### src/hw/rtl/mgd_pkg.sv
// Shared types and constants for the mouse gesture detector.
// No dependencies; every other file of the block refers to it by scoped names.
`default_nettype none

package mgd_pkg;

  // Default pointer coordinate width.
  localparam int unsigned COORD_BITS_DEF = 12;

  localparam int unsigned BUTTON_BITS = 4;
  localparam int unsigned TIME_BITS   = 32;
  localparam int unsigned TOL_BITS    = 8;
  localparam int unsigned WIN_BITS    = 16;
  localparam int unsigned CFG_IDX_BITS  = 2;
  localparam int unsigned CFG_DATA_BITS = 16;

  // Configuration register indexes.
  localparam logic [CFG_IDX_BITS-1:0] CFG_ALLOW_BOXING = 2'd0;
  localparam logic [CFG_IDX_BITS-1:0] CFG_CLICK_TOL    = 2'd1;
  localparam logic [CFG_IDX_BITS-1:0] CFG_DBL_WINDOW   = 2'd2;

  // Configuration reset values.
  localparam logic [TOL_BITS-1:0] CLICK_TOL_RST  = 8'd3;
  localparam logic [WIN_BITS-1:0] DBL_WINDOW_RST = 16'd400;

  typedef enum logic [1:0] {
    REQ_MOVE   = 2'd0,
    REQ_DOWN   = 2'd1,
    REQ_UP     = 2'd2,
    REQ_CANCEL = 2'd3
  } req_type_e;

  typedef enum logic [1:0] {
    EV_CLICK  = 2'd0,
    EV_DOUBLE = 2'd1,
    EV_BOX    = 2'd2
  } event_kind_e;

  // Which results one input word produces, in delivery order click, double, box.
  typedef struct packed {
    logic click;
    logic dbl;
    logic box;
  } res_set_t;

endpackage

`default_nettype wire

### src/hw/rtl/mgd_state.sv
// Gesture state and decision logic: configuration registers, press tracking,
// boxing flags and click timing. Depends on mgd_pkg.
`default_nettype none

module mgd_state #(
  parameter int unsigned COORD_BITS = mgd_pkg::COORD_BITS_DEF
) (
  input  wire logic                               clk_i,
  input  wire logic                               rst_ni,
  input  wire logic                               cfg_we_i,
  input  wire logic [mgd_pkg::CFG_IDX_BITS-1:0]   cfg_idx_i,
  input  wire logic [mgd_pkg::CFG_DATA_BITS-1:0]  cfg_wdata_i,
  input  wire logic                               accept_i,
  input  wire logic [1:0]                         req_type_i,
  input  wire logic [COORD_BITS-1:0]              pos_x_i,
  input  wire logic [COORD_BITS-1:0]              pos_y_i,
  input  wire logic [mgd_pkg::BUTTON_BITS-1:0]    button_i,
  input  wire logic [mgd_pkg::TIME_BITS-1:0]      timestamp_ms_i,
  output mgd_pkg::res_set_t                       res_o,
  output logic [COORD_BITS-1:0]                   press_x_o,
  output logic [COORD_BITS-1:0]                   press_y_o,
  output logic [COORD_BITS-1:0]                   lo_x_o,
  output logic [COORD_BITS-1:0]                   lo_y_o,
  output logic [COORD_BITS-1:0]                   hi_x_o,
  output logic [COORD_BITS-1:0]                   hi_y_o,
  output logic [mgd_pkg::BUTTON_BITS-1:0]         button_o
);

  logic                              allow_boxing_q;
  logic [mgd_pkg::TOL_BITS-1:0]      click_tol_q;
  logic [mgd_pkg::WIN_BITS-1:0]      dbl_window_q;

  logic [COORD_BITS-1:0]             press_x_q, press_x_d;
  logic [COORD_BITS-1:0]             press_y_q, press_y_d;
  logic [mgd_pkg::BUTTON_BITS-1:0]   held_q, held_d;
  logic                              active_q, active_d;
  logic                              blocked_q, blocked_d;
  logic [mgd_pkg::TIME_BITS-1:0]     last_click_q, last_click_d;
  logic [mgd_pkg::TIME_BITS-1:0]     last_dbl_q, last_dbl_d;

  logic [COORD_BITS-1:0]             dx, dy, tol_ext;
  logic [mgd_pkg::TIME_BITS-1:0]     dt_click, dt_dbl, win_ext;
  logic                              near, in_window, dbl_stale;
  mgd_pkg::res_set_t                 res;

  always_ff @(posedge clk_i or negedge rst_ni) begin
    if (!rst_ni) begin
      allow_boxing_q <= 1'b0;
      click_tol_q    <= mgd_pkg::CLICK_TOL_RST;
      dbl_window_q   <= mgd_pkg::DBL_WINDOW_RST;
    end else if (cfg_we_i) begin
      unique case (cfg_idx_i)
        mgd_pkg::CFG_ALLOW_BOXING: allow_boxing_q <= cfg_wdata_i[0];
        mgd_pkg::CFG_CLICK_TOL:    click_tol_q    <= cfg_wdata_i[mgd_pkg::TOL_BITS-1:0];
        mgd_pkg::CFG_DBL_WINDOW:   dbl_window_q   <= cfg_wdata_i[mgd_pkg::WIN_BITS-1:0];
        default: ;
      endcase
    end
  end

  assign dx = (press_x_q > pos_x_i) ? press_x_q - pos_x_i : pos_x_i - press_x_q;
  assign dy = (press_y_q > pos_y_i) ? press_y_q - pos_y_i : pos_y_i - press_y_q;
  assign tol_ext = COORD_BITS'(click_tol_q);
  assign near = (dx < tol_ext) && (dy < tol_ext);

  // Time differences wrap modulo 2^32.
  assign win_ext   = mgd_pkg::TIME_BITS'(dbl_window_q);
  assign dt_click  = timestamp_ms_i - last_click_q;
  assign dt_dbl    = timestamp_ms_i - last_dbl_q;
  assign in_window = dt_click < win_ext;
  assign dbl_stale = dt_dbl > win_ext;

  always_comb begin
    press_x_d    = press_x_q;
    press_y_d    = press_y_q;
    held_d       = held_q;
    active_d     = active_q;
    blocked_d    = blocked_q;
    last_click_d = last_click_q;
    last_dbl_d   = last_dbl_q;
    res          = '0;
    unique case (mgd_pkg::req_type_e'(req_type_i))
      mgd_pkg::REQ_MOVE: begin
        if (held_q != '0 && allow_boxing_q && !blocked_q) begin
          active_d = 1'b1;
        end
        if (!allow_boxing_q) begin
          active_d = 1'b0;
        end
      end
      mgd_pkg::REQ_DOWN: begin
        press_x_d = pos_x_i;
        press_y_d = pos_y_i;
        held_d    = button_i;
      end
      mgd_pkg::REQ_UP: begin
        blocked_d = 1'b0;
        if (held_q == button_i) begin
          if (near) begin
            res.click    = 1'b1;
            last_click_d = timestamp_ms_i;
            if (in_window && dbl_stale) begin
              res.dbl    = 1'b1;
              last_dbl_d = timestamp_ms_i;
            end
          end
          if (active_q) begin
            res.box  = 1'b1;
            active_d = 1'b0;
          end
          held_d = '0;
        end
      end
      mgd_pkg::REQ_CANCEL: begin
        active_d  = 1'b0;
        blocked_d = 1'b1;
      end
      default: ;
    endcase
  end

  always_ff @(posedge clk_i or negedge rst_ni) begin
    if (!rst_ni) begin
      press_x_q    <= '0;
      press_y_q    <= '0;
      held_q       <= '0;
      active_q     <= 1'b0;
      blocked_q    <= 1'b0;
      last_click_q <= '0;
      last_dbl_q   <= '0;
    end else if (accept_i) begin
      press_x_q    <= press_x_d;
      press_y_q    <= press_y_d;
      held_q       <= held_d;
      active_q     <= active_d;
      blocked_q    <= blocked_d;
      last_click_q <= last_click_d;
      last_dbl_q   <= last_dbl_d;
    end
  end

  assign res_o     = res;
  assign press_x_o = press_x_q;
  assign press_y_o = press_y_q;
  assign lo_x_o    = (press_x_q < pos_x_i) ? press_x_q : pos_x_i;
  assign lo_y_o    = (press_y_q < pos_y_i) ? press_y_q : pos_y_i;
  assign hi_x_o    = (press_x_q > pos_x_i) ? press_x_q : pos_x_i;
  assign hi_y_o    = (press_y_q > pos_y_i) ? press_y_q : pos_y_i;
  assign button_o  = button_i;

endmodule

`default_nettype wire

### src/hw/rtl/mgd_drain.sv
// Result set register and output register: holds the results of one input
// word and hands them out one word per cycle unless stalled. Depends on mgd_pkg.
`default_nettype none

module mgd_drain #(
  parameter int unsigned COORD_BITS = mgd_pkg::COORD_BITS_DEF
) (
  input  wire logic                               clk_i,
  input  wire logic                               rst_ni,
  input  wire logic                               accept_i,
  input  wire mgd_pkg::res_set_t                  res_i,
  input  wire logic [COORD_BITS-1:0]              press_x_i,
  input  wire logic [COORD_BITS-1:0]              press_y_i,
  input  wire logic [COORD_BITS-1:0]              lo_x_i,
  input  wire logic [COORD_BITS-1:0]              lo_y_i,
  input  wire logic [COORD_BITS-1:0]              hi_x_i,
  input  wire logic [COORD_BITS-1:0]              hi_y_i,
  input  wire logic [mgd_pkg::BUTTON_BITS-1:0]    button_i,
  output logic                                    can_take_o,
  output logic                                    out_valid_o,
  input  wire logic                               out_stall_i,
  output logic [1:0]                              event_kind_o,
  output logic [COORD_BITS-1:0]                   first_x_o,
  output logic [COORD_BITS-1:0]                   first_y_o,
  output logic [COORD_BITS-1:0]                   second_x_o,
  output logic [COORD_BITS-1:0]                   second_y_o,
  output logic [mgd_pkg::BUTTON_BITS-1:0]         event_button_o,
  output logic                                    last_of_run_o
);

  mgd_pkg::res_set_t                 pend_q, pend_d, rest;
  logic [COORD_BITS-1:0]             px_q, py_q, lx_q, ly_q, hx_q, hy_q;
  logic [mgd_pkg::BUTTON_BITS-1:0]   btn_q;

  logic                              out_valid_q;
  mgd_pkg::event_kind_e              kind_q, kind_sel;
  logic [COORD_BITS-1:0]             fx_q, fy_q, sx_q, sy_q;
  logic [mgd_pkg::BUTTON_BITS-1:0]   obtn_q;
  logic                              last_q;
  logic                              out_load;

  // Pick the earliest pending result and what remains after it.
  always_comb begin
    rest = pend_q;
    kind_sel = mgd_pkg::EV_BOX;
    priority if (pend_q.click) begin
      kind_sel   = mgd_pkg::EV_CLICK;
      rest.click = 1'b0;
    end else if (pend_q.dbl) begin
      kind_sel = mgd_pkg::EV_DOUBLE;
      rest.dbl = 1'b0;
    end else begin
      kind_sel = mgd_pkg::EV_BOX;
      rest.box = 1'b0;
    end
  end

  assign out_load   = (pend_q != '0) && (!out_valid_q || !out_stall_i);
  assign can_take_o = (pend_q == '0) || (out_load && (rest == '0));

  always_comb begin
    pend_d = pend_q;
    if (out_load) begin
      pend_d = rest;
    end
    if (accept_i) begin
      pend_d = res_i;
    end
  end

  always_ff @(posedge clk_i or negedge rst_ni) begin
    if (!rst_ni) begin
      pend_q      <= '0;
      out_valid_q <= 1'b0;
    end else begin
      pend_q <= pend_d;
      if (out_load) begin
        out_valid_q <= 1'b1;
      end else if (!out_stall_i) begin
        out_valid_q <= 1'b0;
      end
    end
  end

  always_ff @(posedge clk_i) begin
    if (accept_i) begin
      px_q  <= press_x_i;
      py_q  <= press_y_i;
      lx_q  <= lo_x_i;
      ly_q  <= lo_y_i;
      hx_q  <= hi_x_i;
      hy_q  <= hi_y_i;
      btn_q <= button_i;
    end
    if (out_load) begin
      kind_q <= kind_sel;
      obtn_q <= btn_q;
      last_q <= (rest == '0);
      if (kind_sel == mgd_pkg::EV_BOX) begin
        fx_q <= lx_q;
        fy_q <= ly_q;
        sx_q <= hx_q;
        sy_q <= hy_q;
      end else begin
        fx_q <= px_q;
        fy_q <= py_q;
        sx_q <= px_q;
        sy_q <= py_q;
      end
    end
  end

  assign out_valid_o    = out_valid_q;
  assign event_kind_o   = kind_q;
  assign first_x_o      = fx_q;
  assign first_y_o      = fy_q;
  assign second_x_o     = sx_q;
  assign second_y_o     = sy_q;
  assign event_button_o = obtn_q;
  assign last_of_run_o  = last_q;

endmodule

`default_nettype wire

### src/hw/rtl/mouse_gesture_detector_core.sv
// Top level of the mouse gesture detector: pointer events in, click,
// double-click and box results out. Depends on mgd_pkg, mgd_state, mgd_drain.
//
//   Channel  Direction  Handshake                 Payload
//   in       input      in_valid_i / in_stall_o   req_type, pos_x/y, button, timestamp_ms
//   out      output     out_valid_o / out_stall_i event_kind, first/second x/y,
//                                                 event_button, last_of_run
//   cfg      input      cfg_we_i (no wait)        cfg_idx_i, cfg_wdata_i
//
// An input word is decided in the cycle it is accepted: the gesture state
// updates at that edge and its results (zero to three) land in a result set
// register. The output register then takes one result per cycle while the
// output is not stalled, so a result passes the result set register and then
// the output register, and a word that causes n results yields n output words.
// Words that cause zero or one result are accepted every cycle while the
// output is not stalled; a new word is accepted as soon as the last pending
// result of the previous one moves to the output register, so a word that
// causes several results holds off the next word until they have all moved.
// Reset (asynchronous, active low) clears the gesture state, the pending
// results and the output valid, and returns the configuration to boxing
// off, tolerance 3 and a 400 ms window. A stall on the output holds the
// output word and, once the result set register is full, stalls the input.
// The current pointer position is not kept in a register; the position of
// a release word feeds the click tolerance check and the box corners.
`default_nettype none

module mouse_gesture_detector_core #(
  parameter int unsigned COORD_BITS = mgd_pkg::COORD_BITS_DEF
) (
  input  wire logic                               clk_i,
  input  wire logic                               rst_ni,
  input  wire logic                               cfg_we_i,
  input  wire logic [mgd_pkg::CFG_IDX_BITS-1:0]   cfg_idx_i,
  input  wire logic [mgd_pkg::CFG_DATA_BITS-1:0]  cfg_wdata_i,
  input  wire logic                               in_valid_i,
  output logic                                    in_stall_o,
  input  wire logic [1:0]                         req_type_i,
  input  wire logic [COORD_BITS-1:0]              pos_x_i,
  input  wire logic [COORD_BITS-1:0]              pos_y_i,
  input  wire logic [mgd_pkg::BUTTON_BITS-1:0]    button_i,
  input  wire logic [mgd_pkg::TIME_BITS-1:0]      timestamp_ms_i,
  output logic                                    out_valid_o,
  input  wire logic                               out_stall_i,
  output logic [1:0]                              event_kind_o,
  output logic [COORD_BITS-1:0]                   first_x_o,
  output logic [COORD_BITS-1:0]                   first_y_o,
  output logic [COORD_BITS-1:0]                   second_x_o,
  output logic [COORD_BITS-1:0]                   second_y_o,
  output logic [mgd_pkg::BUTTON_BITS-1:0]         event_button_o,
  output logic                                    last_of_run_o
);

  mgd_pkg::res_set_t                 res;
  logic [COORD_BITS-1:0]             press_x, press_y, lo_x, lo_y, hi_x, hi_y;
  logic [mgd_pkg::BUTTON_BITS-1:0]   rel_button;
  logic                              can_take;
  logic                              in_accept;

  // The input is taken whenever the result set register will be free.
  assign in_stall_o = !can_take;
  assign in_accept  = in_valid_i && can_take;

  mgd_state #(
    .COORD_BITS(COORD_BITS)
  ) u_state (
    .clk_i          (clk_i),
    .rst_ni         (rst_ni),
    .cfg_we_i       (cfg_we_i),
    .cfg_idx_i      (cfg_idx_i),
    .cfg_wdata_i    (cfg_wdata_i),
    .accept_i       (in_accept),
    .req_type_i     (req_type_i),
    .pos_x_i        (pos_x_i),
    .pos_y_i        (pos_y_i),
    .button_i       (button_i),
    .timestamp_ms_i (timestamp_ms_i),
    .res_o          (res),
    .press_x_o      (press_x),
    .press_y_o      (press_y),
    .lo_x_o         (lo_x),
    .lo_y_o         (lo_y),
    .hi_x_o         (hi_x),
    .hi_y_o         (hi_y),
    .button_o       (rel_button)
  );

  mgd_drain #(
    .COORD_BITS(COORD_BITS)
  ) u_drain (
    .clk_i          (clk_i),
    .rst_ni         (rst_ni),
    .accept_i       (in_accept),
    .res_i          (res),
    .press_x_i      (press_x),
    .press_y_i      (press_y),
    .lo_x_i         (lo_x),
    .lo_y_i         (lo_y),
    .hi_x_i         (hi_x),
    .hi_y_i         (hi_y),
    .button_i       (rel_button),
    .can_take_o     (can_take),
    .out_valid_o    (out_valid_o),
    .out_stall_i    (out_stall_i),
    .event_kind_o   (event_kind_o),
    .first_x_o      (first_x_o),
    .first_y_o      (first_y_o),
    .second_x_o     (second_x_o),
    .second_y_o     (second_y_o),
    .event_button_o (event_button_o),
    .last_of_run_o  (last_of_run_o)
  );

endmodule

`default_nettype wire

### config.mk
export PLATFORM = sky130hd
export DESIGN_NAME = mouse_gesture_detector_core
export DESIGN_NICKNAME = d
export VERILOG_FILES = /design/src/hw/rtl/mgd_pkg.sv /design/src/hw/rtl/mgd_state.sv /design/src/hw/rtl/mgd_drain.sv /design/src/hw/rtl/mouse_gesture_detector_core.sv
export SDC_FILE = /design/constraint.sdc
export NUM_CORES = 1
export LEC_CHECK = 0
export ABC_CLOCK_PERIOD_IN_PS = 6420
export BUFFER_PORTS_ARGS = -buffer_cell sky130_fd_sc_hd__buf_4
export CAP_MARGIN = 20
export CELL_PAD_IN_SITES_DETAIL_PLACEMENT = 1
export CELL_PAD_IN_SITES_GLOBAL_PLACEMENT = 1
export CORE_ASPECT_RATIO = 0.8
export CORE_UTILIZATION = 48
export CTS_CLUSTER_SIZE = 16
export DETAILED_ROUTE_END_ITERATION = 8
export GPL_TIMING_DRIVEN = 1
export PLACE_DENSITY = 0.78
export SLEW_MARGIN = 20
export SYNTH_ARGS = -nofsm -noshare
export SYNTH_HDL_FRONTEND = slang
export SYNTH_SLANG_ARGS = --single-unit
### constraint.sdc
create_clock -name clk_i -period 6.42 [get_ports clk_i]
set_clock_uncertainty 0.05 [all_clocks]
set_input_delay 0.321 -clock clk_i [delete_from_list [all_inputs] [get_ports clk_i]]
set_output_delay 0.321 -clock clk_i [all_outputs]
set_load 0.05 [all_outputs]
# ---- Word level (Yosys, flattened, before mapping)
# Index checks and enable logic that the tools add are counted.
dict set report totals {
  regBits 254
  latch_bits 0
  ramBits 0
  mem_bits_ro 0
  in_bits 85
  output_inout_bits 57
  memories 0
}
dict set report op_classes {
  n_addsub 6
  mul 0
  n_div 0
  n_lt_le_gt_ge 8
  eq_ne 10
  shifts 0
  n_mux 30
  n_bitwise 0
  n_reduce_logical 32
}
# cell count
set op_table {}
lappend op_table {{two-way mux 12 bit} 10}
lappend op_table {{subtractor 32 bit} 2}
lappend op_table {{subtractor 12 bit} 4}
lappend op_table {{greater-than comparator 32 x 16 -> 1 bit} 1}
lappend op_table {{< comparator 32 x 16 -> 1 bit} 1}
lappend op_table {{greater-than comparator 12 bit} 2}
lappend op_table {{< comparator 12 bit} 2}
lappend op_table {{< comparator 12 x 8 -> 1 bit} 2}
lappend op_table {{two-way mux 3 bit} 4}
lappend op_table {{AND reduction 2 bit} 5}
lappend op_table {{== test 2 bit (second input constant)} 4}
lappend op_table {{two-way mux 1 bit} 8}
lappend op_table {{two-way mux 2 bit} 4}
lappend op_table {{one-hot mux 4 bit (2 select lines)} 1}
lappend op_table {{AND reduction 4 bit} 2}
lappend op_table {{logical AND 1 bit} 7}
lappend op_table {{logical NOT 3 bit} 2}
lappend op_table {{nonzero test 2 bit} 3}
lappend op_table {{nonzero test 3 bit} 2}
lappend op_table {{AND reduction 5 bit} 1}
lappend op_table {{== test 2 x 1 -> 1 bit (second input constant)} 2}
lappend op_table {{== test 4 bit} 1}
lappend op_table {{logical NOT 1 bit} 4}
lappend op_table {{logical NOT 2 bit} 2}
lappend op_table {{8 further kinds} 10}

# ---- Longest topological paths before layout
dict set report logic_depth {
  word_depth 8
  mapped_depth 24
}

# ---- Hierarchy
# Synthesis repeated with hierarchy kept, for this count alone.
dict set report hier_totals {
  hier_cells 1691
  area_unflattened_um2 16912.5
}
# mod instances cells_each area_each_um2 seq_area_each_um2
set modules_own_cells {}
lappend modules_own_cells {mgd_state 1 1480 12132.9 2984.1}
lappend modules_own_cells {mgd_drain 1 209 4769.6 4033.9}
lappend modules_own_cells {mouse_gesture_detector_core 1 2 10.0 0.0}

# ---- Least setup slack after synthesis
# No wires, ideal clock.
dict set report synth_timing {
  path_type {register to register}
  start {reg u_state.press_x_q[4], in the netlist u_state.press_x_o[4]}
  end {reg u_state.last_dbl_q[10] (netlist name)}
  arrival_ns 5.119
  path_slack_ns 1.126
  stages_incl_launch_ff 22
  path_buffers 4
  synth_period_minus_slack_ns 5.294
  path_cell_list {dfrtp_1 ha_1 clkbuf_1 nand4_1 a21oi_1 nor3_1 o22ai_1 buf_2 buf_1 mux2_2 ha_1 a21boi_0 o21ai_0 a211oi_1 a2111oi_0 nand4_1 a2111oi_0 o2111ai_1 nor4_4 o2111ai_4 buf_6 mux2_4}
}
dict set report synth_between {
  elab_chain_cells 5
  word_cells_on_any_way 7
  cone_classes {add/sub: 2; order compare: 2; mux: 1; reduce/logical: 2}
}
# element line
set synth_lines {}
lappend synth_lines {{start: declaration} mgd_state.sv:33} ;# logic [COORD_BITS-1:0] press_x_q, press_x_d;
lappend synth_lines {{start signal: assignment} mgd_state.sv:132} ;# press_x_q <= press_x_d;
lappend synth_lines {{subtractor 12 bit / greater-than comparator 12 bit (equally long branches)} mgd_state.sv:61} ;# assign dx = (press_x_q > pos_x_i) ? press_x_q - pos_x_i : pos_x_i - press_x_q;
lappend synth_lines {{two-way mux 12 bit (*)} mgd_state.sv:61}
lappend synth_lines {{< comparator 12 x 8 -> 1 bit (*)} mgd_state.sv:64} ;# assign near = (dx < tol_ext) && (dy < tol_ext);
lappend synth_lines {{logical AND 1 bit (*)} mgd_state.sv:64}
lappend synth_lines {{AND reduction 5 bit (no line) (*)} n/a}
lappend synth_lines {{end signal: assignment} mgd_state.sv:138} ;# last_dbl_q <= last_dbl_d;
lappend synth_lines {{end: declaration} mgd_state.sv:39} ;# logic [mgd_pkg::TIME_BITS-1:0] last_dbl_q, last_dbl_d;
# Every way passes the cells marked *; elsewhere a longest branch is shown, timed or not.
# A chain may end at the register's enable or synchronous reset.

# ---- Final worst setup path
dict set report layout_timing {
  start {reg u_state.press_y_q[0], in the netlist u_state.press_y_o[0]}
  end {reg u_state.last_dbl_q[21] (netlist name)}
}
dict set report layout_between {
  elab_chain_cells 5
  word_cells_on_any_way 7
  cone_classes {add/sub: 2; order compare: 2; mux: 1; reduce/logical: 2}
}
# element line
set layout_lines {}
lappend layout_lines {{start: declaration} mgd_state.sv:34} ;# logic [COORD_BITS-1:0] press_y_q, press_y_d;
lappend layout_lines {{start signal: assignment} mgd_state.sv:133} ;# press_y_q <= press_y_d;
lappend layout_lines {{subtractor 12 bit / greater-than comparator 12 bit (equally long branches)} mgd_state.sv:62} ;# assign dy = (press_y_q > pos_y_i) ? press_y_q - pos_y_i : pos_y_i - press_y_q;
lappend layout_lines {{two-way mux 12 bit (*)} mgd_state.sv:62}
lappend layout_lines {{< comparator 12 x 8 -> 1 bit (*)} mgd_state.sv:64}
lappend layout_lines {{logical AND 1 bit (*)} mgd_state.sv:64}
lappend layout_lines {{AND reduction 5 bit (no line) (*)} n/a}
# Marked as above.

==> results.md <==
- Syn Nets: 2007
- Max Clk Rate: between 0.15 and 0.2 GHz
- Clock Tree Root: clkbuf_16
- Worst R2R Setup Slack: 0.35 ns
- Layout Nets: 2202
- Die W: 211 microns
- Critical path type: reg2reg
- Crit path cell chain: inv_1 > ha_1 > inv_1 > fa_1 > a211oi_1 > o31ai_2 > a21oi_1 > nor2_2 > buf_4 > mux2i_1 > xor2_1 > ha_1 > a2111oi_0 > nand4_1 > a2111oi_0 > o2111ai_1 > nor4_4 > o2111ai_4 > buf_4 > mux2_4
- Largest net degree at the start of global routing: 81
- Gr usage total: approximately 29%
- CP max-delay cell: a2111oi_0
- H-tree levels: 1
- Reg2Reg Depth: 20
- RSZ-0062 raised after global routing: false
- Vias: 14173
- Crit share post-route: 94.6%
- Final Hold Vio Count: 0
- Met2 global-route usage: 45.2%
- Fraction of synthesized area in multiplexers: 5.99%
- PortBufs: 141
- Core Rows: 60
- Routed WL: about 51000 microns
- CTS Buffer Depth: 3
- Detail Route Antenna Nets: 0
- FFs w/ async S/R, synth: 48.4%
- WP depth: 20
- Worst Tran Pin Value: 1.08 ns
- Ports: 142
- CTS clk-pin slew, worst paths: 0.06 ns
- Initial drt markers: 907
- CP Capture Type: register
- Largest family of logic cells by synthesized area: compound AO/OA/AOI/OAI gates
- Layout cells sized above 1: between 10% and 20%
- Final HPWL DP: 37100 microns
- Fin crit period: 6.07 ns
- Final setup viols: 0
- Sequential fraction of the synthesis area: a little over two fifths
- Synth Area in Simple Gates: 13.4%
- Die area: about 36000 sq um
- Min-delay worst type: in2reg
- Adder-Cell Fraction of Synth Area: 12.1%
- Crit path largest cell delay: 0.51 ns
- Synthesis Warnings: 0
- Sum Neg Setup Slack: 0 ns
- Most used DFF post-synth: edfxtp_1
- Clk_lat worst skew: 0.57 ns
- Data required time at the worst endpoint: 6.81 ns
- Die height: 169 microns
- Met3 Usage GRT: 3.35%
- Outcome: completed
- Post-Synth XOR/XNOR Area: 3.33%
- CP arrival: 6.46 ns
- VDD IR-drop max: 0.000209 V
- CTS tree: built
- Min-Delay Path Depth: 2
- Mean routed wirelength per cell: 20.8 microns
- Cell family with most CP delay: compound AO/OA/AOI/OAI gates
- Antenna violations before repair: 1
- Crit path launch type: register
- Yosys cell types: 80
- EDFF count, synth: 131
- GRT met1 Usage: 41.9%
- Yosys reg bits: 254
- Number of max-cap violations: 0
- CP Max Fanout: 32
- # Post-CTS Setup Buffers: 0
- Critical path buffers and inverters: 4
- Final GP Congestion: 0.927
- Pins over their slew limit: 0
- Area growth syn-to-layout: 19.2%
- Gr ovfl total: 0
- Initial Util: 49.3%
- Synth Area in Compound Gates: 18.1%
- Post-Syn Area per Cell: 9.54 sq um
- # DRC: 0
- Hold slack: 0.0471 ns
- Initial DRT Pass Iterations: 5
- Post-Syn Area: 16800 sq um
- Leak: 8.95 nW
- First-pass GRT wire length: approximately 80000 microns
- Vias in the first global route: approximately 15000
- Sink Count: 254
- Worst relative slew slack: 27.7%
- Gr busiest metal: met2
- Synthesized instance count: 1763
- Core footprint: between 30000 and 40000 sq um
- CTS Buf Count: 29
- Power density over the cells: 250 nW/um^2
- Vias/cell: slightly below 6
==> stage by stage <==
stage	setup WS [ns]	instances	total power [mW]	area [sq um]	utilization, %
global placement	0.543	2313	3.23	18300	53.6
CTS	0.0702	2445	5.02	20000	58.7
finish	0.349	2450	5.02	20000	58.8
detailed placement	0.146	2313	3.29	18300	53.6
global route	0.00159	2447	5.25	20000	58.8
floorplan	1.13	1763	2.86	16800	-
==> path summary, 6_finish.rpt <==
check                                startpoint                        end
setup / recovery           u_state.press_y_o[0]     u_state.last_dbl_q[21]
hold / removal                      pos_x_i[11]           u_drain.lx_q[11]
setup reg to reg           u_state.press_y_o[0]     u_state.last_dbl_q[21]
hold reg to reg                u_drain.btn_q[0]  u_drain.event_button_o[0]
max in group asynchronous                rst_ni     u_state.last_dbl_q[13]
min in group asynchronous                rst_ni       u_state.press_y_o[9]
==> synth_stat cells (18+ instances only) <==
cell / count / area share, %
a211oi_1: 18 / 0.80
nand3_1: 26 / 0.77
edfxtp_1: 131 / 23
clkbuf_1: 50 / 1.1
ha_1: 153 / 11
xor2_1: 26 / 1.4
inv_1: 158 / 3.5
nand2_1: 286 / 6.4
o21a_1: 18 / 0.80
dfrtp_1: 118 / 18
mux2_4: 28 / 2.5
a21oi_1: 123 / 3.7
nor2_1: 45 / 1.0
nor3_1: 21 / 0.63
o21ai_0: 165 / 4.9
nand4_1: 29 / 1.1
xnor2_1: 38 / 2.0
a21o_1: 38 / 1.7
mux2_2: 37 / 2.5
==> routing by layer <==
metal  part of all wire (%)  vias to the layer above
met5                      0                        -
met4                    2.3                        0
met3                    4.3                       65
met2                     45                      311
met1                     48                     7085
li1                       -                     6712
==> where the power goes <==
group | total, mW | switching (mW) | internal (mW) | leakage, nW
clock | 1.67 | 0.696 | 0.973 | 0.459
sequential | 1.98 | 0.0812 | 1.90 | 2.70
combinational | 1.37 | 0.831 | 0.540 | 5.79
==> logic make-up (layout without fill, tap and decap cells) <==
family | count (synthesis) | in the layout
XOR/XNOR | 64 | 64
flip-flops | 254 | 254
other | 0 | 4
buffers and inverters | 226 | 444
adder cells (fa/ha/maj) | 159 | 159
AO/OA/AOI/OAI | 485 | 485
multiplexers | 82 | 82
AND/OR/NAND/NOR | 493 | 493
==> cell usage in the layout, fill, tap and decap left out, types with 8 or more instances in the layout <==
cell type	instances
a31oi_1	10
o21ai_0	163
o21bai_1	12
mux2_2	37
nand3_1	26
ha_1	153
o211ai_1	13
nand2b_1	15
edfxtp_1	131
nor2b_1	16
a211oi_1	18
mux2_4	28
inv_1	158
dlygate4sd3_1	78
nand2_1	286
clkbuf_16	29
nor3_1	20
xnor2_1	38
a21o_1	38
and2_1	8
xor2_1	26
dfrtp_1	118
mux2i_1	17
and3_1	9
o21a_1	18
a21oi_1	122
nand4_1	29
nor2_1	44
buf_4	150
nor4_1	8
a2111oi_0	8
==> what timing repair did <==
item,4_1_cts,5_1_grt
hold buffers,78,0
setup endpoints to repair,0,65
resized for setup,0,2
hold endpoints to repair,178,0
==> registers in the layout, indices dropped and copies added (netlist names), 4 cells and up <==
register,cells
u_state.press_y_o,12
u_drain.hx_q,12
u_drain.py_q,12
u_drain.event_button_o,4
u_drain.second_y_o,12
u_drain.hy_q,12
u_state.last_click_q,32
u_drain.first_y_o,12
u_state.click_tol_q,8
u_state.held_q,4
u_state.dbl_window_q,16
u_drain.ly_q,12
u_drain.px_q,12
u_drain.lx_q,12
u_drain.btn_q,4
u_state.last_dbl_q,32
u_drain.second_x_o,12
u_state.press_x_o,12
u_drain.first_x_o,12
==> layout make-up <==
type                    count  area [sq um]
inverters                 159           597
diodes                      4          10.0
clock inverters            16           159
well taps                 465           582
fillers                  3852         14000
clock buffers              38           779
multi-input cells        1283          8950
flip-flops and latches    254          7020
repair buffers            231          1940
No activity file was read; power rests on OpenSTA's default activity.
